### config.mk
export PLATFORM = sky130hd
export DESIGN_NAME = move_toward_point_3d
export DESIGN_NICKNAME = d
export VERILOG_FILES = /design/src/hdl/mtp_pkg.sv /design/src/hdl/mtp_ctrl.sv /design/src/hdl/mtp_dp.sv /design/src/hdl/move_toward_point_3d.sv
export SDC_FILE = /design/constraint.sdc
export NUM_CORES = 2
export LEC_CHECK = 0
export BUFFER_PORTS_ARGS = -buffer_cell sky130_fd_sc_hd__buf_2
export CORE_MARGIN = 3
export CORE_UTILIZATION = 55
export CTS_CLUSTER_DIAMETER = 150
export CTS_CLUSTER_SIZE = 16
export DETAILED_ROUTE_END_ITERATION = 12
export HOLD_SLACK_MARGIN = 0.03
export PLACE_DENSITY = 0.72
export REMOVE_ABC_BUFFERS = 1
export SYNTH_ARGS = -nofsm -noshare
export SYNTH_HDL_FRONTEND = slang
export SYNTH_SLANG_ARGS = --single-unit
### constraint.sdc
create_clock -name clk -period 28.5 [get_ports clk]
set_clock_uncertainty 0.1 [all_clocks]
set_input_delay 5.7 -clock clk [delete_from_list [all_inputs] [get_ports clk]]
set_output_delay 5.7 -clock clk [all_outputs]
set_load 0.1 [all_outputs]
### src/hdl/mtp_pkg.sv
`timescale 1ns / 1ps
package mtp_pkg;

    localparam int COORD_BITS_DEF = 24;
    localparam int SPEED_W        = 16;
    localparam int DT_W           = 16;
    localparam int MODE_W         = 2;
    localparam int APB_AW         = 5;
    localparam int APB_DW         = 32;

    typedef enum logic [2:0] {
        REG_TARGET_X   = 3'd0,
        REG_TARGET_Y   = 3'd1,
        REG_TARGET_Z   = 3'd2,
        REG_MOVE_SPEED = 3'd3,
        REG_NEXT_MODE  = 3'd4
    } reg_idx_t;

    typedef enum logic [2:0] {
        MOP_NONE = 3'd0,
        MOP_STEP = 3'd1,
        MOP_LIM  = 3'd2,
        MOP_SQX  = 3'd3,
        MOP_SQY  = 3'd4,
        MOP_SQZ  = 3'd5,
        MOP_PRD  = 3'd6
    } mop_t;

    typedef enum logic [1:0] {
        AXIS_X = 2'd0,
        AXIS_Y = 2'd1,
        AXIS_Z = 2'd2
    } axis_t;

    typedef struct packed {
        logic  take;
        mop_t  mop;
        logic  sqrt_init;
        logic  sqrt_step;
        logic  div_step;
        logic  apply;
        logic  snap;
        axis_t axis;
    } dp_cmd_t;

    typedef struct packed {
        logic moving;
    } dp_status_t;

endpackage

### src/hdl/mtp_ctrl.sv
`timescale 1ns / 1ps
module mtp_ctrl #(
    parameter int COORD_BITS = mtp_pkg::COORD_BITS_DEF
) (
    input  logic                 clk,
    input  logic                 rst_n,
    input  logic                 in_valid,
    input  logic                 in_tick,
    output logic                 in_ready,
    input  logic                 out_free,
    output logic                 out_load,
    input  mtp_pkg::dp_status_t  status,
    output mtp_pkg::dp_cmd_t     cmd
);
    import mtp_pkg::*;

    localparam int NW   = COORD_BITS + 17;
    localparam int CNTW = $clog2(NW + 1);

    typedef enum logic [8:0] {
        ST_IDLE   = 9'b000000001,
        ST_MULS   = 9'b000000010,
        ST_DECIDE = 9'b000000100,
        ST_SQRT   = 9'b000001000,
        ST_PROD   = 9'b000010000,
        ST_DIV    = 9'b000100000,
        ST_APPLY  = 9'b001000000,
        ST_DONE   = 9'b010000000,
        ST_SPARE  = 9'b100000000
    } state_t;

    state_t           state_reg, state_next;
    logic [CNTW-1:0]  cnt_reg, cnt_next;
    axis_t            axis_reg, axis_next;

    always_comb
    begin
        state_next    = state_reg;
        cnt_next      = cnt_reg;
        axis_next     = axis_reg;
        in_ready      = 1'b0;
        out_load      = 1'b0;
        cmd           = '0;
        cmd.mop       = MOP_NONE;
        cmd.axis      = axis_reg;
        unique case (state_reg)
            ST_IDLE:
            begin
                in_ready = 1'b1;
                if (in_valid)
                begin
                    cmd.take   = 1'b1;
                    cnt_next   = '0;
                    state_next = in_tick ? ST_MULS : ST_DONE;
                end
            end
            ST_MULS:
            begin
                unique case (cnt_reg)
                    CNTW'(0): cmd.mop = MOP_STEP;
                    CNTW'(1): cmd.mop = MOP_SQX;
                    CNTW'(2): cmd.mop = MOP_LIM;
                    CNTW'(3): cmd.mop = MOP_SQY;
                    CNTW'(4): cmd.mop = MOP_SQZ;
                    default:  cmd.mop = MOP_NONE;
                endcase
                cnt_next = cnt_reg + 1'b1;
                if (cnt_reg == CNTW'(5))
                    state_next = ST_DECIDE;
            end
            ST_DECIDE:
            begin
                cnt_next = '0;
                if (status.moving)
                begin
                    cmd.sqrt_init = 1'b1;
                    state_next    = ST_SQRT;
                end
                else
                begin
                    cmd.snap   = 1'b1;
                    state_next = ST_DONE;
                end
            end
            ST_SQRT:
            begin
                cmd.sqrt_step = 1'b1;
                cnt_next      = cnt_reg + 1'b1;
                if (cnt_reg == CNTW'(COORD_BITS))
                begin
                    cnt_next   = '0;
                    axis_next  = AXIS_X;
                    state_next = ST_PROD;
                end
            end
            ST_PROD:
            begin
                if (cnt_reg == CNTW'(0))
                    cmd.mop = MOP_PRD;
                cnt_next = cnt_reg + 1'b1;
                if (cnt_reg == CNTW'(1))
                begin
                    cnt_next   = '0;
                    state_next = ST_DIV;
                end
            end
            ST_DIV:
            begin
                cmd.div_step = 1'b1;
                cnt_next     = cnt_reg + 1'b1;
                if (cnt_reg == CNTW'(NW - 1))
                    state_next = ST_APPLY;
            end
            ST_APPLY:
            begin
                cmd.apply = 1'b1;
                cnt_next  = '0;
                if (axis_reg == AXIS_Z)
                    state_next = ST_DONE;
                else
                begin
                    axis_next  = (axis_reg == AXIS_X) ? AXIS_Y : AXIS_Z;
                    state_next = ST_PROD;
                end
            end
            ST_DONE:
            begin
                if (out_free)
                begin
                    out_load   = 1'b1;
                    state_next = ST_IDLE;
                end
            end
            default:
            begin
                state_next = ST_IDLE;
            end
        endcase
    end

    always_ff @(posedge clk or negedge rst_n)
    begin
        if (!rst_n)
        begin
            state_reg <= ST_IDLE;
            cnt_reg   <= '0;
            axis_reg  <= AXIS_X;
        end
        else
        begin
            state_reg <= state_next;
            cnt_reg   <= cnt_next;
            axis_reg  <= axis_next;
        end
    end

endmodule

### src/hdl/mtp_dp.sv
`timescale 1ns / 1ps
module mtp_dp #(
    parameter int COORD_BITS = mtp_pkg::COORD_BITS_DEF
) (
    input  logic                                clk,
    input  logic                                rst_n,
    input  mtp_pkg::dp_cmd_t                    cmd,
    output mtp_pkg::dp_status_t                 status,
    input  logic                                req_type,
    input  logic signed [COORD_BITS-1:0]        start_x,
    input  logic signed [COORD_BITS-1:0]        start_y,
    input  logic signed [COORD_BITS-1:0]        start_z,
    input  logic [mtp_pkg::DT_W-1:0]            delta_time,
    input  logic signed [COORD_BITS-1:0]        target_x,
    input  logic signed [COORD_BITS-1:0]        target_y,
    input  logic signed [COORD_BITS-1:0]        target_z,
    input  logic [mtp_pkg::SPEED_W-1:0]         move_speed,
    output logic signed [COORD_BITS-1:0]        pos_x,
    output logic signed [COORD_BITS-1:0]        pos_y,
    output logic signed [COORD_BITS-1:0]        pos_z,
    output logic                                arrived
);
    import mtp_pkg::*;

    localparam int N    = COORD_BITS;
    localparam int MAGW = N + 1;
    localparam int OPW  = (MAGW > 32) ? MAGW : 32;
    localparam int PW   = 2 * OPW;
    localparam int SW   = 2 * N + 2;
    localparam int CMPW = (SW > 32) ? SW : 32;
    localparam int RMW  = N + 2;
    localparam int NW   = N + 17;

    logic signed [N-1:0] cur_x_reg, cur_y_reg, cur_z_reg;
    logic                arrived_reg;
    logic [DT_W-1:0]     dt_reg;
    logic [MAGW-1:0]     mag_x_reg, mag_y_reg, mag_z_reg;
    logic                neg_x_reg, neg_y_reg, neg_z_reg;
    logic [PW-1:0]       mul_reg;
    mop_t                tag_reg;
    logic [31:0]         s_reg;
    logic [31:0]         lim_reg;
    logic [SW-1:0]       sum_reg;
    logic [SW-1:0]       sqv_reg;
    logic [RMW-1:0]      rem_reg;
    logic [N:0]          root_reg;
    logic [NW-1:0]       dq_reg;
    logic [N:0]          drem_reg;

    logic signed [N:0]   dx, dy, dz;
    logic [OPW-1:0]      opa, opb;
    logic [MAGW-1:0]     mag_sel;
    logic [RMW+1:0]      rem2, trial;
    logic                sq_ge;
    logic [N+1:0]        r2;
    logic                dv_ge;
    logic signed [N:0]   step_q, cur_sel, cur_new;
    logic                neg_sel;

    assign dx = (N+1)'(target_x) - (N+1)'(cur_x_reg);
    assign dy = (N+1)'(target_y) - (N+1)'(cur_y_reg);
    assign dz = (N+1)'(target_z) - (N+1)'(cur_z_reg);

    always_comb
    begin
        unique case (cmd.axis)
            AXIS_X:
            begin
                mag_sel = mag_x_reg;
                neg_sel = neg_x_reg;
                cur_sel = (N+1)'(cur_x_reg);
            end
            AXIS_Y:
            begin
                mag_sel = mag_y_reg;
                neg_sel = neg_y_reg;
                cur_sel = (N+1)'(cur_y_reg);
            end
            default:
            begin
                mag_sel = mag_z_reg;
                neg_sel = neg_z_reg;
                cur_sel = (N+1)'(cur_z_reg);
            end
        endcase
    end

    always_comb
    begin
        unique case (cmd.mop)
            MOP_STEP:
            begin
                opa = OPW'(move_speed);
                opb = OPW'(dt_reg);
            end
            MOP_LIM:
            begin
                opa = OPW'(s_reg);
                opb = OPW'(s_reg);
            end
            MOP_SQX:
            begin
                opa = OPW'(mag_x_reg);
                opb = OPW'(mag_x_reg);
            end
            MOP_SQY:
            begin
                opa = OPW'(mag_y_reg);
                opb = OPW'(mag_y_reg);
            end
            MOP_SQZ:
            begin
                opa = OPW'(mag_z_reg);
                opb = OPW'(mag_z_reg);
            end
            MOP_PRD:
            begin
                opa = OPW'(mag_sel);
                opb = OPW'(s_reg);
            end
            default:
            begin
                opa = '0;
                opb = '0;
            end
        endcase
    end

    assign status.moving = CMPW'(sum_reg) > CMPW'(lim_reg);

    // one root digit per step
    assign rem2  = {rem_reg, sqv_reg[SW-1 -: 2]};
    assign trial = (RMW+2)'({root_reg, 2'b01});
    assign sq_ge = rem2 >= trial;

    // one quotient bit per step
    assign r2    = {drem_reg, dq_reg[NW-1]};
    assign dv_ge = r2 >= (N+2)'(root_reg);

    assign step_q  = signed'(dq_reg[N:0]);
    assign cur_new = neg_sel ? (cur_sel - step_q) : (cur_sel + step_q);

    always_ff @(posedge clk or negedge rst_n)
    begin
        if (!rst_n)
        begin
            cur_x_reg   <= '0;
            cur_y_reg   <= '0;
            cur_z_reg   <= '0;
            arrived_reg <= 1'b0;
            tag_reg     <= MOP_NONE;
        end
        else
        begin
            tag_reg <= cmd.mop;
            if (cmd.take)
            begin
                arrived_reg <= 1'b0;
                if (!req_type)
                begin
                    cur_x_reg <= start_x;
                    cur_y_reg <= start_y;
                    cur_z_reg <= start_z;
                end
            end
            if (cmd.snap)
            begin
                cur_x_reg   <= target_x;
                cur_y_reg   <= target_y;
                cur_z_reg   <= target_z;
                arrived_reg <= 1'b1;
            end
            if (cmd.apply)
            begin
                unique case (cmd.axis)
                    AXIS_X:  cur_x_reg <= cur_new[N-1:0];
                    AXIS_Y:  cur_y_reg <= cur_new[N-1:0];
                    default: cur_z_reg <= cur_new[N-1:0];
                endcase
            end
        end
    end

    always_ff @(posedge clk)
    begin
        mul_reg <= opa * opb;
        if (cmd.take)
        begin
            dt_reg    <= delta_time;
            neg_x_reg <= dx[N];
            neg_y_reg <= dy[N];
            neg_z_reg <= dz[N];
            mag_x_reg <= dx[N] ? MAGW'(-dx) : MAGW'(dx);
            mag_y_reg <= dy[N] ? MAGW'(-dy) : MAGW'(dy);
            mag_z_reg <= dz[N] ? MAGW'(-dz) : MAGW'(dz);
        end
        unique case (tag_reg)
            MOP_STEP: s_reg   <= mul_reg[31:0];
            MOP_LIM:  lim_reg <= mul_reg[63:32];
            MOP_SQX:  sum_reg <= mul_reg[SW-1:0];
            MOP_SQY,
            MOP_SQZ:  sum_reg <= sum_reg + mul_reg[SW-1:0];
            MOP_PRD:
            begin
                dq_reg   <= mul_reg[16 +: NW];
                drem_reg <= '0;
            end
            default: ;
        endcase
        if (cmd.sqrt_init)
        begin
            rem_reg  <= '0;
            root_reg <= '0;
            sqv_reg  <= sum_reg;
        end
        if (cmd.sqrt_step)
        begin
            rem_reg  <= sq_ge ? RMW'(rem2 - trial) : RMW'(rem2);
            root_reg <= {root_reg[N-1:0], sq_ge};
            sqv_reg  <= {sqv_reg[SW-3:0], 2'b00};
        end
        if (cmd.div_step)
        begin
            drem_reg <= dv_ge ? (N+1)'(r2 - (N+2)'(root_reg)) : (N+1)'(r2);
            dq_reg   <= {dq_reg[NW-2:0], dv_ge};
        end
    end

    assign pos_x   = cur_x_reg;
    assign pos_y   = cur_y_reg;
    assign pos_z   = cur_z_reg;
    assign arrived = arrived_reg;

`ifndef ASSERT_OFF
    a_div_nonzero: assert property (@(posedge clk) disable iff (!rst_n)
        cmd.div_step |-> root_reg != '0)
        else $error("division by zero distance");
    a_snap_target: assert property (@(posedge clk) disable iff (!rst_n)
        cmd.snap |=> (cur_x_reg == $past(target_x)) && (cur_y_reg == $past(target_y))
                     && (cur_z_reg == $past(target_z)) && arrived_reg)
        else $error("snap did not reach target");
    a_load_clears: assert property (@(posedge clk) disable iff (!rst_n)
        (cmd.take && !req_type) |=> !arrived_reg && (cur_x_reg == $past(start_x)))
        else $error("load request left arrival set");
`endif

endmodule

### src/hdl/move_toward_point_3d.sv
`timescale 1ns / 1ps
// channel   dir  handshake                  payload
// s_*       in   s_tvalid / s_tready        tdata: start_x, start_y, start_z, delta_time;
//                                           tuser: req_type
// m_*       out  m_tvalid / m_tready        tdata: pos_x, pos_y, pos_z, mode_out;
//                                           tuser: arrived
// apb       in   psel, penable, pwrite      target_x/y/z, move_speed, next_mode
//
// a load request is accepted, passes through ST_DONE and is loaded into the result register once m_* is free
// a tick runs the bit-serial square root and three one-bit-a-cycle divisions,
// unless the step reaches the target, in which case the position snaps there
// one request in flight; the next is taken while the last result waits in m_*
// rst_n clears position, registers and handshake state at once
module move_toward_point_3d #(
    parameter int COORD_BITS = mtp_pkg::COORD_BITS_DEF
) (
    input  logic                                    clk,
    input  logic                                    rst_n,
    input  logic                                    s_tvalid,
    output logic                                    s_tready,
    // start_x, start_y, start_z, delta_time
    input  logic [((3*COORD_BITS+mtp_pkg::DT_W+7)/8)*8-1:0]   s_tdata,
    // req_type
    input  logic                                    s_tuser,
    output logic                                    m_tvalid,
    input  logic                                    m_tready,
    // pos_x, pos_y, pos_z, mode_out
    output logic [((3*COORD_BITS+mtp_pkg::MODE_W+7)/8)*8-1:0] m_tdata,
    // arrived
    output logic                                    m_tuser,
    input  logic                                    psel,
    input  logic                                    penable,
    input  logic                                    pwrite,
    input  logic [mtp_pkg::APB_AW-1:0]              paddr,
    input  logic [mtp_pkg::APB_DW-1:0]              pwdata,
    output logic [mtp_pkg::APB_DW-1:0]              prdata,
    output logic                                    pready
);
    import mtp_pkg::*;

    localparam int N      = COORD_BITS;
    localparam int OUT_W  = 3 * N + MODE_W;
    localparam int OUT_DW = ((OUT_W + 7) / 8) * 8;

    logic signed [N-1:0]  target_x_reg, target_y_reg, target_z_reg;
    logic [SPEED_W-1:0]   move_speed_reg;
    logic [MODE_W-1:0]    next_mode_reg;
    logic                 m_valid_reg;
    logic [OUT_W-1:0]     m_data_reg;
    logic                 m_user_reg;

    dp_cmd_t              cmd;
    dp_status_t           status;
    logic                 out_free, out_load;
    logic signed [N-1:0]  pos_x, pos_y, pos_z;
    logic                 arrived;
    logic                 wr_en;
    reg_idx_t             idx;

    assign pready = 1'b1;
    assign wr_en  = psel && penable && pwrite;
    assign idx    = reg_idx_t'(paddr[4:2]);

    always_ff @(posedge clk or negedge rst_n)
    begin
        if (!rst_n)
        begin
            target_x_reg   <= '0;
            target_y_reg   <= '0;
            target_z_reg   <= '0;
            move_speed_reg <= '0;
            next_mode_reg  <= '0;
        end
        else if (wr_en)
        begin
            unique case (idx)
                REG_TARGET_X:   target_x_reg   <= pwdata[N-1:0];
                REG_TARGET_Y:   target_y_reg   <= pwdata[N-1:0];
                REG_TARGET_Z:   target_z_reg   <= pwdata[N-1:0];
                REG_MOVE_SPEED: move_speed_reg <= pwdata[SPEED_W-1:0];
                REG_NEXT_MODE:  next_mode_reg  <= pwdata[MODE_W-1:0];
                default: ;
            endcase
        end
    end

    always_comb
    begin
        unique case (idx)
            REG_TARGET_X:   prdata = {{(APB_DW-N){target_x_reg[N-1]}}, target_x_reg};
            REG_TARGET_Y:   prdata = {{(APB_DW-N){target_y_reg[N-1]}}, target_y_reg};
            REG_TARGET_Z:   prdata = {{(APB_DW-N){target_z_reg[N-1]}}, target_z_reg};
            REG_MOVE_SPEED: prdata = APB_DW'(move_speed_reg);
            REG_NEXT_MODE:  prdata = APB_DW'(next_mode_reg);
            default:        prdata = '0;
        endcase
    end

    assign out_free = !m_valid_reg || m_tready;

    mtp_ctrl #(
        .COORD_BITS (COORD_BITS)
    ) u_ctrl (
        .clk      (clk),
        .rst_n    (rst_n),
        .in_valid (s_tvalid),
        .in_tick  (s_tuser),
        .in_ready (s_tready),
        .out_free (out_free),
        .out_load (out_load),
        .status   (status),
        .cmd      (cmd)
    );

    mtp_dp #(
        .COORD_BITS (COORD_BITS)
    ) u_dp (
        .clk        (clk),
        .rst_n      (rst_n),
        .cmd        (cmd),
        .status     (status),
        .req_type   (s_tuser),
        .start_x    (s_tdata[0 +: N]),
        .start_y    (s_tdata[N +: N]),
        .start_z    (s_tdata[2*N +: N]),
        .delta_time (s_tdata[3*N +: DT_W]),
        .target_x   (target_x_reg),
        .target_y   (target_y_reg),
        .target_z   (target_z_reg),
        .move_speed (move_speed_reg),
        .pos_x      (pos_x),
        .pos_y      (pos_y),
        .pos_z      (pos_z),
        .arrived    (arrived)
    );

    // result register
    always_ff @(posedge clk or negedge rst_n)
    begin
        if (!rst_n)
            m_valid_reg <= 1'b0;
        else if (out_load)
            m_valid_reg <= 1'b1;
        else if (m_tready)
            m_valid_reg <= 1'b0;
    end

    always_ff @(posedge clk)
    begin
        if (out_load)
        begin
            m_data_reg <= {(arrived ? next_mode_reg : MODE_W'(0)), pos_z, pos_y, pos_x};
            m_user_reg <= arrived;
        end
    end

    assign m_tvalid = m_valid_reg;
    assign m_tdata  = OUT_DW'(m_data_reg);
    assign m_tuser  = m_user_reg;

`ifndef ASSERT_OFF
    a_no_overwrite: assert property (@(posedge clk) disable iff (!rst_n)
        out_load |-> (!m_valid_reg || m_tready))
        else $error("result overwritten before taken");
    a_one_in_flight: assert property (@(posedge clk) disable iff (!rst_n)
        (s_tvalid && s_tready) |=> !s_tready)
        else $error("second request taken while busy");
    a_load_quick: assert property (@(posedge clk) disable iff (!rst_n)
        (s_tvalid && s_tready && !s_tuser && out_free) |=> out_load)
        else $error("load request result delayed");
`endif

endmodule
==> metrics.csv <==
stage,metric,value,unit
outcome,status,finished clean,
worst_hold_path,hold_depth,0,
cells_and_area,largest_register_ff_count,74,
power_and_ir_drop,leak_pwr,36.4,nW
route,route.vias.total,59395,
route,vias_per_cell,6.10,
floorplan,initial_core_util,55.6,%
cts,cts_hold_buffers,0,
grt,global_route.usage.total,34.1,%
synthesis,synth.area.top_cells,"fa_1, edfxtp_1, ha_1, inv_1, dfrtp_1",
timing,rel_slew_slack,14.4,%
power_and_ir_drop,pwr_density_cell,71.2,nW/um2
worst_hold_path,min-delay-path-class,flip-flop to flip-flop,
grt,antenna_found_initial,17,
synthesis,synth_seq_cells,697,
route,post-route-drc-count,0,
setup_path,worstPathArrival,7.86,ns
floorplan,boundaryPins,249,
cts,clock-sinks,697,
synthesis,async_reset_ff_share,26.3,%
cells_and_area,filler_cell_count,11583,
synthesis,synth_enable_flop_cells,448,
setup_path,startpoint,paddr[2],
setup_path,worst_path_max_delay_cell,buf_2,
setup_path,critPathCaptureType,primary output,
setup_path,reg2reg_depth,33,
placed_design,gpl.final_weighted_congestion,1.05,
setup_path,critical_path.startpoint_type,input pin,
floorplan,die_w,374,um
grt,grt_pass1_vias,59209,
cts,ctsRootBufferMaster,clkbuf_16,
cts,clkSlewWorstSetupHoldPaths,0.08,ns
floorplan,rows,134,
synthesis,synth_top_area_share,24.3,%
power_and_ir_drop,ir_worst_vdd,0.0740,mV
setup_path,regToRegStartpoint,u_ctrl.cnt_reg[1],
cts,clock_path_buffers,3,
timing,hold_ws,0.311,ns
setup_path,cp_max_fo,30,
cts,cts.repair_timing.setup_buffer_count,0,
cells_and_area,layout.nets,9458,
synthesis,synthDistinctLibCells,113,
route,ant_nets,0,
placed_design,dp_cells,9641,
timing,finalSetupViolations,0,
timing,final_period_minus_worst_setup_slack,13.66,ns
cells_and_area,multiInputGateArea,49100,um2
cells_and_area,layoutNonFillerInstCount,9739,
timing,hold_viol_final,0,
placed_design,port-buffer-count,231,
synthesis,synth-main-ff-cell,edfxtp_1,
cells_and_area,layout_common_cells,"inv_1, nand2_1, fa_1",
route,wire_per_inst,24.6,um
synthesis,syn-instance-count,7901,
cells_and_area,area_growth,6.00,%
setup_path,worstPathRequired,22.70,ns
cts,h-tree-depth,2,
timing,worst_pin_slew,1.28,ns
floorplan,core_area,134000,um2
placed_design,detailedPlacementHpwl,186000,um
setup_path,critical_path_class,input pin to primary output,
floorplan,fp.dieArea,140000,um2
cts,cts_tree,done,
cts,tritoncts.num_buffers,49,
timing,setup_repair_after_global_routing_missed_its_margin,false,
placed_design,pre_cts_ws,14.85,ns
timing,timing.setup.tns,0,ns
synthesis,synth-seq-area-share,26.0,%
synthesis,syn_area,74300,um2
floorplan,die_height,374,um
synthesis,average_size_of_a_mapped_cell,9.41,um2
grt,grt_first_pass_wirelength,361000,um
timing,final.setup.worst_slack,14.84,ns
cells_and_area,drive_gt1_share,7.89,%
route,detail_route.wirelength,240000,um
setup_path,max_stage_delay,0.50,ns
setup_path,crit_chain,buf_2 -> buf_4 -> nor2b_1 -> buf_4 -> a21oi_1 -> nor2_1 -> buf_2,
timing,max_freq,73.2,MHz
synthesis,yosysTopAreaCell,fa_1,
cts,cts_resized,0,
cells_and_area,mostFrequentLayoutCell,inv_1,
route,drtPass1Iterations,7,
run,max_cap_violations,0,
timing,number_of_max_slew_violations_in_the_final_report,0,
grt,grt_start_max_net_pins,121,
synthesis,ys_warn_count,0,
cts,worstSkewPairLatency,0.67,ns
cells_and_area,ff_latch_area,19400,um2
worst_hold_path,origin_of_the_worst_min_delay_path,u_dp.mul_reg[58],
grt,grt_overflow,0,
route,dr.first_iter.drc_count,6443,
timing,post-route-period-util,47.9,%
[kinds of logic (layout without fill, tap and decap cells)]
family	Yosys count	after routing	synth area share (%)
AOI/OAI and AO/OA	1239	1239	11.3
xor gates and xnor gates	300	300	3.53
adders and majority gates	1401	1401	32.7
buffers and inverters	1618	1676	8.38
DFF	697	697	26.0
muxes	297	297	4.43
other	2	14	0.0101
and+or+nand+nor	2347	2347	13.6
[power by group]
part,total [mW],switching (mW),internal (mW)
Clock,0.711,0.380,0.331
Combinational,3.21,2.17,1.04
Sequential,1.69,0.261,1.43
Total,5.61,2.81,2.80
[critical path: cells and delay by family]
kind,cells,cell delay [ns]
buffers and inverters,4,1.31
and+or+nand+nor,2,0.75
AOI/OAI and AO/OA,1,0.09
[area by class of cell]
cell class | count | area share, %
clock buffer | 87 | 1.75
clock inverter | 4 | 0.0826
timing repair buffer | 352 | 2.63
multi-input combinational | 5591 | 62.3
sequential | 697 | 24.6
antenna | 7 | 0.0222
tap | 1768 | 2.81
inverter | 1233 | 5.88
[Yosys cell counts, types with 72 or more instances]
master       n
nor2b_1     72
buf_2       75
a21oi_1    285
nor2_1     892
nand2_1    966
a21o_1     146
inv_1     1227
clkbuf_1   280
fa_1       902
ha_1       499
edfxtp_1   448
dfrtp_1    182
xnor2_1    192
mux2_2     104
o21ai_0    295
mux2i_1    178
xor2_1     108
[routing by layer]
layer  GRT usage (%)  up-vias  wire length (um)
met4            18.0       10             15300
li1                -    25885                 -
met1            45.0    29581             91600
met3            9.19      735             27600
met5               0        -                71
met2            51.5     3184            105000
[through the flow]
step / cell area [um2] / utilization (%) / total power, mW
floorplan: 72800 / - / 3.69
global placement: 77300 / 57.8 / 4.74
detailed placement: 77300 / 57.8 / 4.81
CTS: 78800 / 58.9 / 5.53
global route: 78800 / 58.9 / 5.89
finish: 78800 / 58.9 / 5.61
[worst paths after layout]
check	to	slack (ns)
setup reg to reg	u_dp.mul_reg[60]	15.48
setup / recovery	prdata[26]	14.84
hold reg to reg	u_dp.lim_reg[26]	0.31
hold / removal	u_dp.lim_reg[26]	0.31
max in group asynchronous	u_ctrl.axis_reg[1]	21.60
min in group asynchronous	u_dp.pos_z[17]	5.10
Note: power is estimated with default switching activity, not from simulation.
